==> src/rtl/mqsb_pkg.sv <==
`default_nettype none
// ----------------------------------------------------------------------------
// mqsb_pkg
// Shared sizes, codes and transaction types of the multi-queue shared buffer.
// ----------------------------------------------------------------------------
package mqsb_pkg;

    localparam int NUM_QUEUES = 4;
    localparam int NUM_SLOTS  = 16;
    localparam int SIX_W      = $clog2(NUM_SLOTS);
    localparam int QIX_W      = $clog2(NUM_QUEUES);
    localparam int DATA_W     = 32;
    localparam int QID_W      = 2;

    localparam logic signed [DATA_W-1:0] EMPTY_VALUE = 32'sh7FFF_FFFF;

    typedef logic [SIX_W-1:0] t_six;
    typedef logic [QIX_W-1:0] t_qix;

    typedef enum logic {
        FUNC_ENQ = 1'b0,
        FUNC_DEQ = 1'b1
    } t_func;

    typedef enum logic [1:0] {
        ST_OK        = 2'd0,
        ST_OVERFLOW  = 2'd1,
        ST_UNDERFLOW = 2'd2
    } t_status;

    typedef struct packed {
        t_func                    func;
        logic [QID_W-1:0]         queue_id;
        logic signed [DATA_W-1:0] item;
    } t_op;

    typedef struct packed {
        logic signed [DATA_W-1:0] data_out;
        t_status                  status;
        logic                     store_full;
        logic                     queue_empty;
    } t_res;

endpackage
`default_nettype wire

==> src/rtl/mqsb_if.sv <==
`default_nettype none
// ----------------------------------------------------------------------------
// mqsb_if
// Valid/ready channels for operation requests and operation results.
// ----------------------------------------------------------------------------
interface mqsb_in_if;
    import mqsb_pkg::*;

    logic                     valid;
    logic                     ready;
    t_func                    func;
    logic [QID_W-1:0]         queue_id;
    logic signed [DATA_W-1:0] item;

    modport source (output valid, output func, output queue_id, output item, input ready);
    modport sink   (input valid, input func, input queue_id, input item, output ready);
endinterface

interface mqsb_out_if;
    import mqsb_pkg::*;

    logic                     valid;
    logic                     ready;
    logic signed [DATA_W-1:0] data_out;
    t_status                  status;
    logic                     store_full;
    logic                     queue_empty;

    modport source (output valid, output data_out, output status, output store_full,
                    output queue_empty, input ready);
    modport sink   (input valid, input data_out, input status, input store_full,
                    input queue_empty, output ready);
endinterface
`default_nettype wire

==> src/rtl/mqsb_engine.sv <==
`default_nettype none
// ----------------------------------------------------------------------------
// mqsb_engine
// Slot store, link table, queue pointers, free list; one op a cycle when i_do.
// ----------------------------------------------------------------------------
module mqsb_engine (
    input  wire logic          i_clk,
    input  wire logic          i_rst_n,
    input  wire logic          i_do,
    input  wire mqsb_pkg::t_op i_op,
    output mqsb_pkg::t_res     o_res
);
    import mqsb_pkg::*;

    logic signed [DATA_W-1:0] r_data [NUM_SLOTS];
    t_six                     r_link [NUM_SLOTS];
    logic [NUM_SLOTS-1:0]     r_link_ok;
    t_six                     r_head [NUM_QUEUES];
    logic [NUM_QUEUES-1:0]    r_head_ok;
    t_six                     r_tail [NUM_QUEUES];
    t_six                     r_free_head;
    logic                     r_free_ok;

    t_six                     n_link [NUM_SLOTS];
    logic [NUM_SLOTS-1:0]     n_link_ok;
    t_six                     n_head [NUM_QUEUES];
    logic [NUM_QUEUES-1:0]    n_head_ok;
    t_six                     n_tail [NUM_QUEUES];
    t_six                     n_free_head;
    logic                     n_free_ok;

    t_qix                     w_q;
    t_six                     w_hs;
    t_six                     w_tl;
    logic                     w_data_we;

    assign w_q  = t_qix'(i_op.queue_id);
    assign w_hs = r_head[w_q];
    assign w_tl = r_tail[w_q];

    always_comb begin
        n_link      = r_link;
        n_link_ok   = r_link_ok;
        n_head      = r_head;
        n_head_ok   = r_head_ok;
        n_tail      = r_tail;
        n_free_head = r_free_head;
        n_free_ok   = r_free_ok;
        w_data_we   = 1'b0;
        o_res.data_out = '0;
        o_res.status   = ST_OK;

        case (i_op.func)
            FUNC_ENQ: begin
                if (!r_free_ok) begin
                    o_res.status = ST_OVERFLOW;
                end else begin
                    w_data_we   = 1'b1;
                    n_free_head = r_link[r_free_head];
                    n_free_ok   = r_link_ok[r_free_head];
                    if (!r_head_ok[w_q]) begin
                        n_head[w_q]    = r_free_head;
                        n_head_ok[w_q] = 1'b1;
                    end else begin
                        n_link[w_tl]    = r_free_head;
                        n_link_ok[w_tl] = 1'b1;
                    end
                    // new tail slot ends the chain
                    n_link_ok[r_free_head] = 1'b0;
                    n_tail[w_q]            = r_free_head;
                end
            end
            FUNC_DEQ: begin
                if (!r_head_ok[w_q]) begin
                    o_res.status   = ST_UNDERFLOW;
                    o_res.data_out = EMPTY_VALUE;
                end else begin
                    o_res.data_out = r_data[w_hs];
                    n_head[w_q]    = r_link[w_hs];
                    n_head_ok[w_q] = r_link_ok[w_hs];
                    // released slot goes to the front of the free list
                    n_link[w_hs]    = r_free_head;
                    n_link_ok[w_hs] = r_free_ok;
                    n_free_head     = w_hs;
                    n_free_ok       = 1'b1;
                end
            end
            default: begin
                o_res.status = ST_OK;
            end
        endcase

        o_res.store_full  = !n_free_ok;
        o_res.queue_empty = !n_head_ok[w_q];
    end

    always_ff @(posedge i_clk) begin
        if (!i_rst_n) begin
            for (int i = 0; i < NUM_SLOTS; i++) begin
                r_link[i]    <= t_six'((i + 1) % NUM_SLOTS);
                r_link_ok[i] <= (i + 1) < NUM_SLOTS;
            end
            for (int i = 0; i < NUM_QUEUES; i++) begin
                r_head[i] <= '0;
                r_tail[i] <= '0;
            end
            r_head_ok   <= '0;
            r_free_head <= '0;
            r_free_ok   <= 1'b1;
        end else if (i_do) begin
            r_link      <= n_link;
            r_link_ok   <= n_link_ok;
            r_head      <= n_head;
            r_head_ok   <= n_head_ok;
            r_tail      <= n_tail;
            r_free_head <= n_free_head;
            r_free_ok   <= n_free_ok;
        end
    end

    always_ff @(posedge i_clk) begin
        if (i_do && w_data_we) begin
            r_data[r_free_head] <= i_op.item;
        end
    end

    a_ovf_no_change: assert property (@(posedge i_clk) disable iff (!i_rst_n)
        i_do && o_res.status == ST_OVERFLOW |=> $stable(r_head_ok) && !r_free_ok)
        else $error("overflow changed queue state");

    a_udf_no_change: assert property (@(posedge i_clk) disable iff (!i_rst_n)
        i_do && o_res.status == ST_UNDERFLOW |=> $stable(r_free_head) && $stable(r_free_ok))
        else $error("underflow changed free list");

    a_deq_frees_slot: assert property (@(posedge i_clk) disable iff (!i_rst_n)
        i_do && i_op.func == FUNC_DEQ && o_res.status == ST_OK
        |=> r_free_ok && r_free_head == $past(w_hs))
        else $error("dequeued slot not at front of free list");

    a_enq_links_tail: assert property (@(posedge i_clk) disable iff (!i_rst_n)
        i_do && i_op.func == FUNC_ENQ && o_res.status == ST_OK
        |=> r_head_ok[$past(w_q)] && r_tail[$past(w_q)] == $past(r_free_head))
        else $error("enqueued slot not at queue tail");

endmodule
`default_nettype wire

==> src/rtl/multi_queue_shared_buffer.sv <==
`default_nettype none
// ----------------------------------------------------------------------------
// multi_queue_shared_buffer
// Four FIFO queues kept as linked lists in one shared store of sixteen slots.
// ----------------------------------------------------------------------------
// One enqueue or dequeue transaction is accepted every cycle while results are
// taken. A request is captured in an input register, resolved in a single pass
// through the pointer and link register file once the output register can take
// its result, and the result is then registered there; sustained throughput is
// one operation per cycle while results are taken.
// Every request returns exactly one result: overflow on enqueue when no slot
// is free, underflow (data 2147483647) on dequeue of an empty queue, both
// leaving the state untouched. No clearing pass follows reset.
module multi_queue_shared_buffer (
    input  wire logic  i_clk,
    input  wire logic  i_rst_n,
    mqsb_in_if.sink    i_in,
    mqsb_out_if.source o_out
);
    import mqsb_pkg::*;

    logic r_in_v;
    t_op  r_in;
    logic r_out_v;
    t_res r_out;
    t_res w_res;
    logic w_move;

    assign w_move      = r_in_v && (!r_out_v || o_out.ready);
    assign i_in.ready  = !r_in_v || w_move;

    mqsb_engine u_engine (
        .i_clk   (i_clk),
        .i_rst_n (i_rst_n),
        .i_do    (w_move),
        .i_op    (r_in),
        .o_res   (w_res)
    );

    always_ff @(posedge i_clk) begin
        if (!i_rst_n) begin
            r_in_v  <= 1'b0;
            r_out_v <= 1'b0;
        end else begin
            if (i_in.valid && i_in.ready) begin
                r_in_v <= 1'b1;
            end else if (w_move) begin
                r_in_v <= 1'b0;
            end
            if (w_move) begin
                r_out_v <= 1'b1;
            end else if (o_out.ready) begin
                r_out_v <= 1'b0;
            end
        end
    end

    always_ff @(posedge i_clk) begin
        if (i_in.valid && i_in.ready) begin
            r_in.func     <= i_in.func;
            r_in.queue_id <= i_in.queue_id;
            r_in.item     <= i_in.item;
        end
        if (w_move) begin
            r_out <= w_res;
        end
    end

    assign o_out.valid       = r_out_v;
    assign o_out.data_out    = r_out.data_out;
    assign o_out.status      = r_out.status;
    assign o_out.store_full  = r_out.store_full;
    assign o_out.queue_empty = r_out.queue_empty;

endmodule
`default_nettype wire
==> src/flat_wrapper.sv <==
// flat-port wrapper written by rule: the top's interface ports become plain ports
module multi_queue_shared_buffer_flat import mqsb_pkg::*;
  (i_clk, i_rst_n, i_in_valid, i_in_func, i_in_queue_id, i_in_item, i_in_ready, o_out_valid, o_out_data_out, o_out_status, o_out_store_full, o_out_queue_empty, o_out_ready);
  mqsb_in_if i_in_i ();
  mqsb_out_if o_out_i ();
  input  wire logic i_clk;
  input  wire logic i_rst_n;
  input wire logic [$bits(i_in_i.valid)-1:0] i_in_valid;
  input wire logic [$bits(i_in_i.func)-1:0] i_in_func;
  input wire logic [$bits(i_in_i.queue_id)-1:0] i_in_queue_id;
  input wire logic [$bits(i_in_i.item)-1:0] i_in_item;
  output wire logic [$bits(i_in_i.ready)-1:0] i_in_ready;
  output wire logic [$bits(o_out_i.valid)-1:0] o_out_valid;
  output wire logic [$bits(o_out_i.data_out)-1:0] o_out_data_out;
  output wire logic [$bits(o_out_i.status)-1:0] o_out_status;
  output wire logic [$bits(o_out_i.store_full)-1:0] o_out_store_full;
  output wire logic [$bits(o_out_i.queue_empty)-1:0] o_out_queue_empty;
  input wire logic [$bits(o_out_i.ready)-1:0] o_out_ready;
  assign i_in_i.valid = i_in_valid;
  assign i_in_i.func = i_in_func;
  assign i_in_i.queue_id = i_in_queue_id;
  assign i_in_i.item = i_in_item;
  assign i_in_ready = i_in_i.ready;
  assign o_out_valid = o_out_i.valid;
  assign o_out_data_out = o_out_i.data_out;
  assign o_out_status = o_out_i.status;
  assign o_out_store_full = o_out_i.store_full;
  assign o_out_queue_empty = o_out_i.queue_empty;
  assign o_out_i.ready = o_out_ready;
  multi_queue_shared_buffer u_core (.i_clk(i_clk), .i_rst_n(i_rst_n), .i_in(i_in_i), .o_out(o_out_i));
endmodule
==> config.mk <==
export PLATFORM = sky130hd
export DESIGN_NAME = multi_queue_shared_buffer_flat
export DESIGN_NICKNAME = d
export VERILOG_FILES = /design/src/rtl/mqsb_pkg.sv /design/src/rtl/mqsb_if.sv /design/src/rtl/mqsb_engine.sv /design/src/rtl/multi_queue_shared_buffer.sv /design/src/flat_wrapper.sv
export SDC_FILE = /design/constraint.sdc
export NUM_CORES = 1
export LEC_CHECK = 0
export BUFFER_PORTS_ARGS = -buffer_cell sky130_fd_sc_hd__buf_2
export CAP_MARGIN = 20
export CORE_MARGIN = 2
export CORE_UTILIZATION = 30
export DETAILED_ROUTE_END_ITERATION = 10
export GPL_ROUTABILITY_DRIVEN = 0
export PLACE_DENSITY = 0.53
export SYNTH_ARGS = -nofsm -noshare
export SYNTH_HDL_FRONTEND = slang
export SYNTH_SLANG_ARGS = --single-unit
==> constraint.sdc <==
create_clock -name i_clk -period 4.45 [get_ports i_clk]
set_input_delay 0.2225 -clock i_clk [delete_from_list [all_inputs] [get_ports i_clk]]
set_output_delay 0.2225 -clock i_clk [all_outputs]
set_load 0.05 [all_outputs]
# After elaboration in Yosys (flattened, before gate mapping)
# Memories as Yosys holds them, arrays and structs flattened.
# Index checks and enable logic that the tools add are counted.
# totals
reg_bits	194
latch_bits	0
mem_bits_rw	512
mem_bits_ro	0
in_bits	39
output_inout_bits	38
memories	1
# memory_table
name	words	width	rd	rd_clocked_by_memory_dff	wr	line_no	rtl
u_core.u_engine.r_data	16	32	1	0	1	mqsb_engine.sv:15	logic signed [DATA_W-1:0] r_data [NUM_SLOTS];
# op_classes
n_addsub	0
mul	0
div_mod_pow	0
magnitude_cmp	15
n_eq_ne	4
shift	0
muxes	77
bitwise	9
n_reduce_logical	23
# ops
operator	count
2-to-1 mux 64 bit	3
bitwise mux 64 bit	2
2-to-1 mux 16 bit	8
case mux 64 bit (2 select lines)	1
bitwise mux 16 bit	4
2-to-1 mux 4 bit	16
case mux 16 bit (2 select lines)	2
binary-select mux 4 bit (select 4 bit)	2
demux 4 bit (select 4 bit)	2
2-to-1 mux 31 bit	1
2-to-1 mux 1 bit	19
bitwise AND 16 bit	1
binary-select mux 4 bit (select 2 bit)	2
inverter 16 bit	1
bitwise OR 16 bit	1
case mux 4 bit (2 select lines)	2
greater-or-equal comparator 5 bit, second input constant	3
less-than comparator 4 x 5 -> 1 bit, second input constant	3
inverter 4 -> 5 bit	3
demux 1 bit (select 4 bit)	3
greater-or-equal comparator 4 x 1 -> 1 bit, second input constant	3
logical AND 1 bit	10
less-than comparator 5 x 1 -> 1 bit, second input constant	2
binary-select mux 1 bit (select 4 bit)	2
21 further kinds	32

# Longest topological paths before layout
# logic_depth
depth_word	15
depth_mapped	10

# By module
# From an unflattened synthesis, not the netlist that was laid out.
# unflattened
hier_cells	2041
area_unflattened_um2	29221.8
# modules_own_cells
module	instances	cells_each	area_each_um2	seq_area_each_um2
mqsb_engine	1	1961	26985.9	17797.1
multi_queue_shared_buffer	1	80	2235.9	2172.1

# Least setup slack after synthesis
# Ideal clock, no wire load.
# synth_path
path_kind	reg2reg
startpoint	register u_core.r_out_v, in the netlist u_core.o_out.valid
endpoint	memory u_core.u_engine.r_data[7][0] (enable)
setup_ns	0.421
t_arrival_ns	4.061
required_time_ns	4.029
slack_ns	-0.032
stages_incl_launch_ff	9
period_less_slack_ns	4.482
cell_sequence	dfxtp_1 -> nor2b_1 -> nand2b_1 -> inv_1 -> and2_1 -> clkbuf_1 -> clkbuf_1 -> nand3_1 -> nor2_1
# synth_between
elab_chain_cells	6
# synth_rtl
element	line_no	rtl
from (decl)	multi_queue_shared_buffer.sv:24	logic r_out_v;
from (signal assigned)	multi_queue_shared_buffer.sv:43	r_out_v <= 1'b0;
from (signal assigned)	multi_queue_shared_buffer.sv:51	r_out_v <= 1'b1;
from (signal assigned)	multi_queue_shared_buffer.sv:53	r_out_v <= 1'b0;
logical NOT 1 bit	multi_queue_shared_buffer.sv:29	assign w_move = r_in_v && (!r_out_v || o_out.ready);
logical OR 1 bit	multi_queue_shared_buffer.sv:29	
logical AND 1 bit	multi_queue_shared_buffer.sv:29	
net u_core.u_engine.i_do	mqsb_engine.sv:9	input wire logic i_do,
logical AND 1 bit	mqsb_engine.sv:122	if (i_do && w_data_we) begin
2-to-1 mux 1 bit	mqsb_engine.sv:122	
2-to-1 mux 1 bit (not written as such)	mqsb_engine.sv:123	r_data[r_free_head] <= i_op.item;
to (decl)	mqsb_engine.sv:15	
# The timed path passes the listed nets, and every way through them passes these cells.

# Worst setup path in the final report
# layout_path
startpoint	register u_core.r_in[32] (netlist name)
endpoint	register u_core.u_engine.r_link[41] (netlist name)
# layout_between
elab_chain_cells	13
elab_cells_between_ends	30
cone_classes	order compare (4); eq/ne (2); mux (18); bitwise (3); reduce/logical (3)
# layout_rtl
element	line_no	rtl
from (decl)	multi_queue_shared_buffer.sv:23	t_op r_in;
inverter 2 -> 3 bit (not written as such)	mqsb_engine.sv:38, mqsb_engine.sv:39	
binary-select mux 4 bit (select 2 bit)	mqsb_engine.sv:39	assign w_tl = r_tail[w_q];
2-to-1 mux 4 bit (not written as such) (2 in a row)	mqsb_engine.sv:39	
inverter 4 -> 5 bit (not written as such)	mqsb_engine.sv:65	n_link[w_tl] = r_free_head;
greater-or-equal comparator 5 bit (not written as such) / less-than comparator 5 x 1 -> 1 bit (equally long branches)	mqsb_engine.sv:65	
logical AND 1 bit (not written as such)	mqsb_engine.sv:65	
2-to-1 mux 4 bit (not written as such)	mqsb_engine.sv:65	
demux 4 bit (select 4 bit)	mqsb_engine.sv:65	
bitwise mux 64 bit	mqsb_engine.sv:65	
2-to-1 mux 64 bit	mqsb_engine.sv:61	if (!r_head_ok[w_q]) begin
2-to-1 mux 64 bit	mqsb_engine.sv:55	if (!r_free_ok) begin
case mux 64 bit (2 select lines)	mqsb_engine.sv:53	case (i_op.func)
to (signal, indexed assignment)	mqsb_engine.sv:100	r_link[i] <= t_six'((i + 1) % NUM_SLOTS);
to (signal assigned)	mqsb_engine.sv:111	r_link <= n_link;
to (decl)	mqsb_engine.sv:16	t_six r_link [NUM_SLOTS];
# Parallel ways exist; a longest one is shown, timed or not. The select of a mux whose other input is x is not followed.
# A chain may end at the register's enable or synchronous reset.

==> metrics.md <==
| Metric | Value |
|---|---|
| Drt total wl | `79.5 mm` |
| Vias | `roughly 18,000` |
| Register area share after synthesis | `0.682` |
| Layout Nets | `2,205` |
| Maximum VDD drop | `between 0.0003 and 0.0004 V` |
| DRC violations left | `0` |
| Worst path slowest cell | `or4_1` |
| Layout Area Growth over Synthesis | `16.3%` |
| Setup Skew | `approximately 0.037 ns` |
| Width of the chip | `316 um` |
| Grt total ovfl | `0` |
| Number of global-route vias before repair | `about 18,000` |
| Status | `finished clean` |
| Via/cell ratio | `~5.2` |
| R2R Setup Slk | `about 0.8 ns` |
| Top_reg_cell synth | `edfxtp_1` |
| Final hold violation count | `0` |
| GRT Util Overall | `0.158` |
| Hold_ws | `0.106 ns` |
| CP max FO | `20` |
| CP endpoint kind | `flip-flop` |
| Lkg Pwr | `10.9 nW` |
| Routed wl met2 | `slightly below 40 mm` |
| Die area | `between 0.1 and 0.15 mm2` |
| Initial DRC count | `around 1,800` |
| Period utilization | `0.820` |
| H-tree lvl count | `3` |
| Clock Latency Late Sink | `roughly 0.63 ns` |
| Hold depth | `2` |
| Fill cells | `9,311` |
| Port buffer count | `between 70 and 80` |
| Max-slew violations | `0` |
| FP Rows | `114` |
| Max-Cap Viols | `0` |
| Yosys warns | `0` |
| Rel. slew slack | `0.167` |
| PD cells | `413 mW/mm2` |
| Cell variety after synth | `55` |
| Hold EP | `u_core.u_engine.r_link[52]` |
| Cells along the critical path | `buf_4 -> mux4_2 -> inv_1 -> ha_1 -> or4_1 -> a21oi_2 -> mux2i_1 -> nand2_1` |
| Crit Reg-Reg Startpoint | `u_core.r_in[32]` |
| Critical Path RT | `between 4 and 5 ns` |
| Die H | `316 um` |
| Clock Tree Root | `clkbuf_16` |
| Hpwl dp | `46.2 mm` |
| Pre-CTS WS | `approximately 0.80 ns` |
| Seq cells post-synth | `between 700 and 800` |
| R2R Path End | `u_core.u_engine.r_link[41]` |
| Max Clock Freq | `approximately 270 MHz` |
| Initial Util | `0.303` |
| Worst setup margin | `approximately 0.80 ns` |
| DRT antenna net count | `0` |
| Post-CTS Setup Bufs | `0` |
| Fin area | `~0.034 mm2` |
| Cells on worst reg2reg path | `8` |
| Post-synth EDFFs | `roughly 600` |
| RSZ-0062 raised after global routing | `no` |
| Sink Count | `about 710` |
| Setup-failing EPs final | `0` |
| Worst EP arrival | `between 4 and 5 ns` |
| Gate Count Post-Synth | `around 2,100` |
| Hold WC Path Type | `primary input to flip-flop` |
| Worst path max stage delay | `0.90 ns` |
| HP Start | `i_rst_n` |
| Post-DP Area | `between 0.03 and 0.04 mm2` |
| Final min period | `3.65 ns` |
| DR WL met3 | `4.68 mm` |
| Mapped Nets | `2,102` |
| Worst slew pin tran | `approximately 1.2 ns` |
| Total CTS buffers | `75` |
| Top Ports | `a little under 80` |
| Worst-path clk slew | `~0.06 ns` |
| Met1 WL | `roughly 34 mm` |
| Share of layout cells above drive strength 1 | `0.178` |
| First-pass GRT wire length | `~120 mm` |
| Bufs on Longest Clock Path | `3` |
| Avg WL per Cell | `around 23 um` |
| Initial antenna violation count | `1` |
| Drt pass-1 iters | `6` |
| Syn Area/Cell | `roughly 14 um2` |
| Max Used Layer | `met4` |
| CP startpoint kind | `flip-flop` |
| Mapped Area | `0.0293 mm2` |
| Asr flop ratio synth | `0` |
| Crit Path Class | `flip-flop to flip-flop` |
| CTS tree | `yes` |
| Core Footprint | `approximately 0.097 mm2` |
| Pin count of the biggest net entering global routing | `61` |
routing by layer:
metal | GRT usage | vias up
met5 | 0 | -
met4 | 0.0536 | 0
met3 | 0.0219 | 127
met2 | 0.261 | 665
met1 | 0.214 | 9239
li1 | - | 8027
worst max-delay path, delay by kind of cell (launching register included):
kind | cells | cell delay (ns)
adder cells (fa/ha/maj) | 1 | 0.23
AO/OA/AOI/OAI | 1 | 0.42
AND/OR/NAND/NOR | 2 | 0.97
flip-flops | 1 | 0.54
buffers and inverters | 2 | 0.46
multiplexers | 2 | 0.88
cell type report:
type | instances | area [um2] | share of cell area
Sequential cell | 706 | 20000 | 0.587
Tap cell | 1276 | 1600 | 0.0469
Antenna cell | 2 | 5.00 | 0.000147
Inverter | 4 | 15.0 | 0.000441
Clock buffer | 99 | 2050 | 0.0602
Clock inverter | 38 | 339 | 0.00996
Multi-Input combinational cell | 1201 | 8700 | 0.256
Timing Repair Buffer | 175 | 1360 | 0.0398
kinds of logic (layout without fill, tap and decap cells):
group                      after synthesis  count (layout)  synth area share
DFF                                    706             706             0.682
and+or+nand+nor                        691             691             0.106
AOI/OAI and AO/OA                      262             262            0.0581
muxes                                  245             245             0.128
buffers and inverters                  153             316            0.0253
adders and majority gates                3               3           0.00128
other                                    0               2                 0
worst max-delay path by stage:
stage / start / end / slack (ns)
CTS: u_core.r_in[32] / u_core.u_engine.r_link[41] / 0.78
finish: u_core.r_in[32] / u_core.u_engine.r_link[41] / 0.80
global route: u_core.r_in[32] / u_core.u_engine.r_head[7] / 0.50
global placement: u_core.r_in[32] / u_core.u_engine.r_link[44] / 0.89
detailed placement: u_core.r_in[32] / u_core.u_engine.r_link[41] / 0.80
floorplan: u_core.o_out.valid / u_core.u_engine.r_data[7][0] / -0.03
state kept, by name, indices dropped and copies added, names as in the netlist:
name / flops
u_core.u_engine.r_head_ok: 4
u_core.u_engine.r_free_ok: 1
u_core.u_engine.r_tail: 16
u_core.o_out.valid: 1
u_core.r_in_v: 1
u_core.u_engine.r_head: 16
u_core.o_out.status: 2
u_core.u_engine.r_free_head: 4
u_core.o_out.store_full: 1
u_core.u_engine.r_data: 512
u_core.o_out.data_out: 32
u_core.o_out.queue_empty: 1
u_core.u_engine.r_link_ok: 16
u_core.u_engine.r_link: 64
u_core.r_in: 35
synthesized netlist by cell type (19+ instances only):
library cell,instances,area [um2]
nand3_1,173,866
clkbuf_1,75,282
a2111oi_1,19,190
mux2i_1,139,1390
nand2_1,367,1380
nor2_1,40,150
nor2b_1,53,332
buf_2,40,200
edfxtp_1,583,17500
o21ai_0,36,180
a21oi_1,105,526
mux4_2,102,2300
a31oi_1,21,131
dfxtp_1,123,2460
power by group:
group | switching, mW | internal [mW]
Sequential | 0.105 | 7.22
Combinational | 0.392 | 0.207
Clock | 2.62 | 3.50
placed cells by master (no fill, tap or decap), drive strengths merged, types with 3 or more instances in the layout:
| cell | count |
|---|---|
| dlygate4sd3 | 38 |
| nand2 | 368 |
| and2 | 7 |
| a21oi | 116 |
| clkinv | 27 |
| or2 | 3 |
| nor2b | 53 |
| dfxtp | 123 |
| a2111oi | 33 |
| o21a | 3 |
| mux4 | 102 |
| mux2i | 139 |
| nand2b | 10 |
| mux2 | 4 |
| edfxtp | 583 |
| o21ai | 43 |
| clkbuf | 99 |
| a31oi | 21 |
| inv | 7 |
| nand3 | 173 |
| and3 | 8 |
| a32oi | 6 |
| nor2 | 42 |
| o22ai | 9 |
| clkinvlp | 4 |
| buf | 137 |
| nor3 | 7 |
| nor3b | 6 |
| ha | 3 |
| bufinv | 4 |
| o311a | 4 |
| o32ai | 4 |
| a21boi | 12 |
| nand4 | 5 |
per-stage QoR:
| stage | instances | total power [mW] | TNS (ns) | utilization |
|---|---|---|---|---|
| 6_report | 3501 | 14.0 | 0 | 0.352 |
| 2_1_floorplan | 2060 | 7.81 | -3.27 | - |
| 3_3_place_gp | 3324 | 8.03 | 0 | 0.323 |
| 3_5_place_dp | 3324 | 8.04 | 0 | 0.323 |
| 5_1_grt | 3499 | 14.5 | 0 | 0.352 |
| 4_1_cts | 3499 | 14.2 | 0 | 0.352 |
repair_timing:
| item | 4_1_cts | 5_1_grt |
|---|---|---|
| gates resized for setup | 0 | 0 |
| endpoints found under the hold margin | 37 | 0 |
| hold buffers | 38 | 0 |
(Power assumes the default switching activity.)
